File: src/rtl/ecsr_pkg.sv
// shared constants and types for the edge list to csr builder
package ecsr_pkg;

  localparam int MAX_VERTS = 1024;
  localparam int MAX_EDGES = 4096;

  localparam int VW  = $clog2(MAX_VERTS);      // vertex id bits
  localparam int NW  = VW + 1;                 // vertex count bits
  localparam int EAW = $clog2(MAX_EDGES);      // edge store address bits
  localparam int EW  = EAW + 1;                // edge count bits

  localparam logic [2:0] FN_ADD     = 3'd0;
  localparam logic [2:0] FN_BUILD   = 3'd1;
  localparam logic [2:0] FN_RD_OFF  = 3'd2;
  localparam logic [2:0] FN_RD_ADJ  = 3'd3;
  localparam logic [2:0] FN_CLEAR   = 3'd4;

  localparam logic [2:0] ST_OK        = 3'd0;
  localparam logic [2:0] ST_FULL      = 3'd1;
  localparam logic [2:0] ST_BAD_VERT  = 3'd2;
  localparam logic [2:0] ST_BAD_INDEX = 3'd3;
  localparam logic [2:0] ST_NO_EDGES  = 3'd4;
  localparam logic [2:0] ST_NOT_BUILT = 3'd5;

  typedef struct packed {
    logic clear;
    logic update;
  } max_ctl_t;

endpackage

File: src/rtl/ecsr_max_trk.sv
// running maximum of degree; on ties the vertex offered first is kept
module ecsr_max_trk (
  input  logic                    clk,
  input  ecsr_pkg::max_ctl_t      ctl,
  input  logic [ecsr_pkg::EW-1:0] degree,
  input  logic [ecsr_pkg::VW-1:0] vertex,
  output logic [ecsr_pkg::EW-1:0] best_degree,
  output logic [ecsr_pkg::VW-1:0] best_vertex
);

  logic [ecsr_pkg::EW-1:0] best_r;
  logic [ecsr_pkg::VW-1:0] bestv_r;

  always_ff @(posedge clk) begin
    if (ctl.clear) begin
      best_r  <= '0;
      bestv_r <= '0;
    end else if (ctl.update && (degree > best_r)) begin
      best_r  <= degree;
      bestv_r <= vertex;
    end
  end

  assign best_degree = best_r;
  assign best_vertex = bestv_r;

endmodule

File: config.mk
export PLATFORM = sky130hd
export DESIGN_NAME = ecsr_max_trk
export DESIGN_NICKNAME = d
export VERILOG_FILES = /design/src/rtl/ecsr_pkg.sv /design/src/rtl/ecsr_max_trk.sv
export SDC_FILE = /design/constraint.sdc
export NUM_CORES = 1
export LEC_CHECK = 0
export BUFFER_PORTS_ARGS = -buffer_cell sky130_fd_sc_hd__clkbuf_2
export CELL_PAD_IN_SITES_DETAIL_PLACEMENT = 0
export CELL_PAD_IN_SITES_GLOBAL_PLACEMENT = 2
export CORE_MARGIN = 2
export CORE_UTILIZATION = 27
export DETAILED_ROUTE_END_ITERATION = 7
export PLACE_DENSITY = 0.8
export SKIP_LAST_GASP = 1
export SLEW_MARGIN = 20
export SYNTH_ARGS = -nofsm -noshare
export SYNTH_HDL_FRONTEND = slang
export SYNTH_SLANG_ARGS = --single-unit
File: constraint.sdc
create_clock -name clk -period 2.2 [get_ports clk]
set_input_delay 0.22 -clock clk [delete_from_list [all_inputs] [get_ports clk]]
set_output_delay 0.22 -clock clk [all_outputs]
set_load 0.005 [all_outputs]
# == Word level (Yosys, flattened, before mapping) ==
# Index checks and enable logic that the tools add are counted.
# totals
wordCells,4
output_inout_bits,23
in_bits,26
register_bits,23
# op_classes
order_cmp,1
n_reduce_logical,1
# ops
operator,n
$gt 13x13->1,1
$logic_and 1x1->1,1

# == Longest topological paths before layout ==
# logic_depth
depth_word,2
depth_mapped,9
mapped_depth_nobuf,7

# == Worst setup path after synthesis ==
# Ideal clock, no wire load.
# synth_timing
kind,register to register
from,"reg best_r, in the netlist best_degree[12]"
to,"reg best_r, in the netlist best_degree[3]"
stages_incl_launch_ff,10
path_buffers,2
required_ns,2.062
setup_slack_ns,0.048
t_arrival_ns,2.013
path_cell_list,dfxtp_1 -> inv_1 -> ha_1 -> nand4_2 -> or3_4 -> o31a_1 -> buf_6 -> buf_4 -> o2111ai_1 -> o311ai_2
# synth_via
elab_chain_cells,2
# synth_lines
element,line,source
from (decl),ecsr_max_trk.sv:11,logic [ecsr_pkg::EW-1:0] best_r;
from (signal assigned),ecsr_max_trk.sv:19,best_r <= degree;
$gt 13x13->1,ecsr_max_trk.sv:18,end else if (ctl.update && (degree > best_r)) begin
$logic_and 1x1->1,ecsr_max_trk.sv:18,
# No other way between the ends.
# A chain may end at the register's enable or synchronous reset.

# == Worst setup path after layout ==
# layout_timing
from,"reg best_r, in the netlist best_degree[8]"
to,"reg bestv_r, in the netlist best_vertex[9]"
# layout_via
elab_chain_cells,2
# layout_lines
element,line,source
$gt 13x13->1,ecsr_max_trk.sv:18,
$logic_and 1x1->1,ecsr_max_trk.sv:18,
to (signal assigned),ecsr_max_trk.sv:20,bestv_r <= vertex;
to (decl),ecsr_max_trk.sv:12,logic [ecsr_pkg::VW-1:0] bestv_r;
# No other way between the ends.

==> qor.yml <==
hold_path:
  holdPathStages: 3
  holdPathEnd: "best_vertex[1]"
  hp-start: "vertex[1]"
  hp-class: "in2reg"
layout:
  insertedDiodeCount: 0
  mostFrequentLayoutCells: "48 x clkbuf_2, 24 x inv_1, 23 x o2111ai_1, 23 x nand4_1, 19 x dfxtp_1"
  final-seq-area_um2: 465
  multiInputGateArea_um2: 982
  drive_above_1_share_pct: 41.7
  final_common_cell: "clkbuf_2"
  nNetsFinal: 256
  fillers: 582
  areaGrowthSynthToFinish_pct: 30.0
placed_design:
  dp_slack_ns: 0.00310
  hpwl_um: 3110
  place_congestion: 0.730
  port_buffers: 48
clock_tree:
  htreeDepth: 1
  cts-root-buf: "clkbuf_8"
  cts_tree: "yes"
  cts.sinks: 23
  postCtsHoldBufs: 0
  cts.path.max_buffers: 2
  cts_inserted_buffers: 3
  path_clk_slew_ns: 0.09
  clk-insertion-delay-late_ns: 0.27
global_route:
  grt_pass1_vias: 1486
  grt_pass1_wl_um: 7360
  grt_use_total_pct: 14.4
  grt_overflow: 0
  grt_start_max_net_pins: 47
  antenna_found_initial: 0
critical_path:
  worstPathMaxFanout: 30
  cp_slowest_stage_delay_ns: 0.39
  crit_path_start_kind: "flop"
  path_class: "reg2reg"
  path_cells: "inv_1 > ha_1 > nand2_1 > or3_4 > o31a_4 > buf_12 > o311ai_0"
  required_ns: 2.37
  rr_worst_depth: 7
  r2r_start: "best_degree[8]"
  arrival_ns: 2.26
  regToRegEndpoint: "best_vertex[9]"
  crit_path_end_kind: "flop"
  crit_path_top_delay_cell: "or3_4"
  rrSetupSlack_ns: 0.11
detailed_routing:
  dr.pass1.iters: 4
  via_per_inst: 5.51
  routed-via-count: 1587
  post_drt_wl_per_cell_um: 15.7
  wl_met3_um: 315
  dr_wl_met2_um: 2140
  drc_errors: 0
  top_layer: "met4"
  drt_iter0_markers: 122
  wirelength_um: 4540
  ant_nets: 0
  drt-met1-wl_um: 2010
logic_synthesis:
  synth_compound_area_share_pct: 34.8
  yosys-mux-area-fraction_pct: 0
  synthAdderAreaFrac_pct: 10.4
  synthFlopType: "dfxtp_1"
  yosysWarnings: 0
  synth-simple-area-share_pct: 12.7
  synth-seq-cells: 23
  syn_area_per_cell_um2: 9.24
  synth_top_family_by_area: "compound AO/OA/AOI/OAI gates"
  netlist_area_mm2: 0.00157
  ys_types: 26
  synth_nets: 209
  synthArstFlopShare_pct: 0
  synth-xor-area-share_pct: 0
  postSynthCellCount: 170
  yosysSeqAreaShare_pct: 29.3
  synth_edf_count: 0
floorplan:
  fp.dieH_um: 80.3
  die_area_mm2: 0.00644
  core.rowCount: 27
  die_w_um: 80.3
  ioPinCount: 49
  start_util_pct: 28.2
  core-area_mm2: 0.00557
sta:
  fmax_mhz: 479
  finalHoldViolCount: 0
  hold_ws_ns: 0.237
  final_max_slew_viol_count: 0
  timing.final.crit_share_pct: 94.8
  slew-limit-headroom_pct: 48.9
  finalSetupViolCount: 0
  fin_skew_ns: 0.00166
  fin_tns_setup_ns: 0
  timing.final.ws_setup_ns: 0.113
  fin_crit_ns: 2.09
  worst_pin_slew_ns: 0.765
  rsz0062_at_grt: "false"
outcome:
  status: "completed"
flow_run:
  max_cap_viol_count: 0
power_and_ir_drop:
  p_leak_uw: 0.000798
  peakVddDrop_uv: 237
  powerDensity_mw_per_mm2: 589
## cell type report
class / count / share of cell area, %
clock buffers: 3 / 2.02
clock inverters: 1 / 0.245
inverters: 25 / 4.60
multi-input cells: 103 / 48.1
flip-flops and latches: 23 / 22.8
well taps: 72 / 4.41
repair buffers: 61 / 17.8
## per-layer routing
metal / global-route usage, % / vias up
li1: - / 789
met1: 19.3 / 735
met2: 22.8 / 56
met3: 2.47 / 7
met4: 6.27 / 0
met5: 0 / -
## through the flow
step	utilization (%)	total power, uW	instances	area [um2]
floorplan	-	736	170	1570
global placement	34.5	907	283	1920
detailed placement	34.5	905	283	1920
CTS	35.5	1200	287	1980
global route	36.6	1280	288	2040
finish	36.6	1200	288	2040
## where the power goes
part           total [uW]  leakage [uW]  internal, uW  switching [uW]
clock                 282     0.0000255           127             155
combinational         418      0.000582           189             230
sequential            500      0.000191           466            34.3
total                1200      0.000798           782             419
## synth_stat cells, types with 2 or more instances
cell | number | area [um2]
inv_1 | 24 | 90.1
dfxtp_1 | 23 | 460
nand4_1 | 23 | 144
o2111ai_1 | 23 | 201
ha_1 | 13 | 163
clkbuf_1 | 12 | 45.0
o311ai_1 | 9 | 78.8
o311ai_2 | 8 | 130
o311ai_0 | 6 | 52.6
a21oi_1 | 5 | 25.0
buf_6 | 4 | 45.0
nand2_1 | 4 | 15.0
buf_2 | 2 | 10.0
nand3_1 | 2 | 10.0
## registers in the layout, indices dropped and copies added, names as in the netlist
name         count
best_degree     13
best_vertex     10
## how the worst max path moves through the flow
| stage | from | to | cells after the start |
|---|---|---|---|
| after floorplan | best_degree[12] | best_degree[3] | 9 |
| after global placement | best_degree[12] | best_degree[10] | 7 |
| after detailed placement | best_degree[12] | best_degree[11] | 7 |
| after CTS | best_degree[10] | best_vertex[9] | 7 |
| after global routing | best_degree[12] | best_degree[2] | 8 |
| final | best_degree[8] | best_vertex[9] | 7 |
## critical path: cells and delay by family (launching register included)
family,cells,cell delay [ns]
compound gates,2,0.64
simple gates,2,0.46
flops,1,0.36
fa+ha+maj,1,0.29
buf+inv,2,0.24
## logic make-up (layout without fill, tap and decap cells)
kind of cell    Yosys count  count (layout)
fa+ha+maj                13              13
buf+inv                  44              90
flops                    23              23
simple gates             32              32
compound gates           58              58
## timing repair
| action | CTS | global route |
|---|---|---|
| endpoints found under the setup margin | 6 | 23 |
| buffers inserted | 0 | 1 |
| gates cloned | 0 | 0 |
| resized for setup | 5 | 10 |
| pin swaps | 0 | 1 |
No activity file was read; power rests on OpenSTA's default activity.
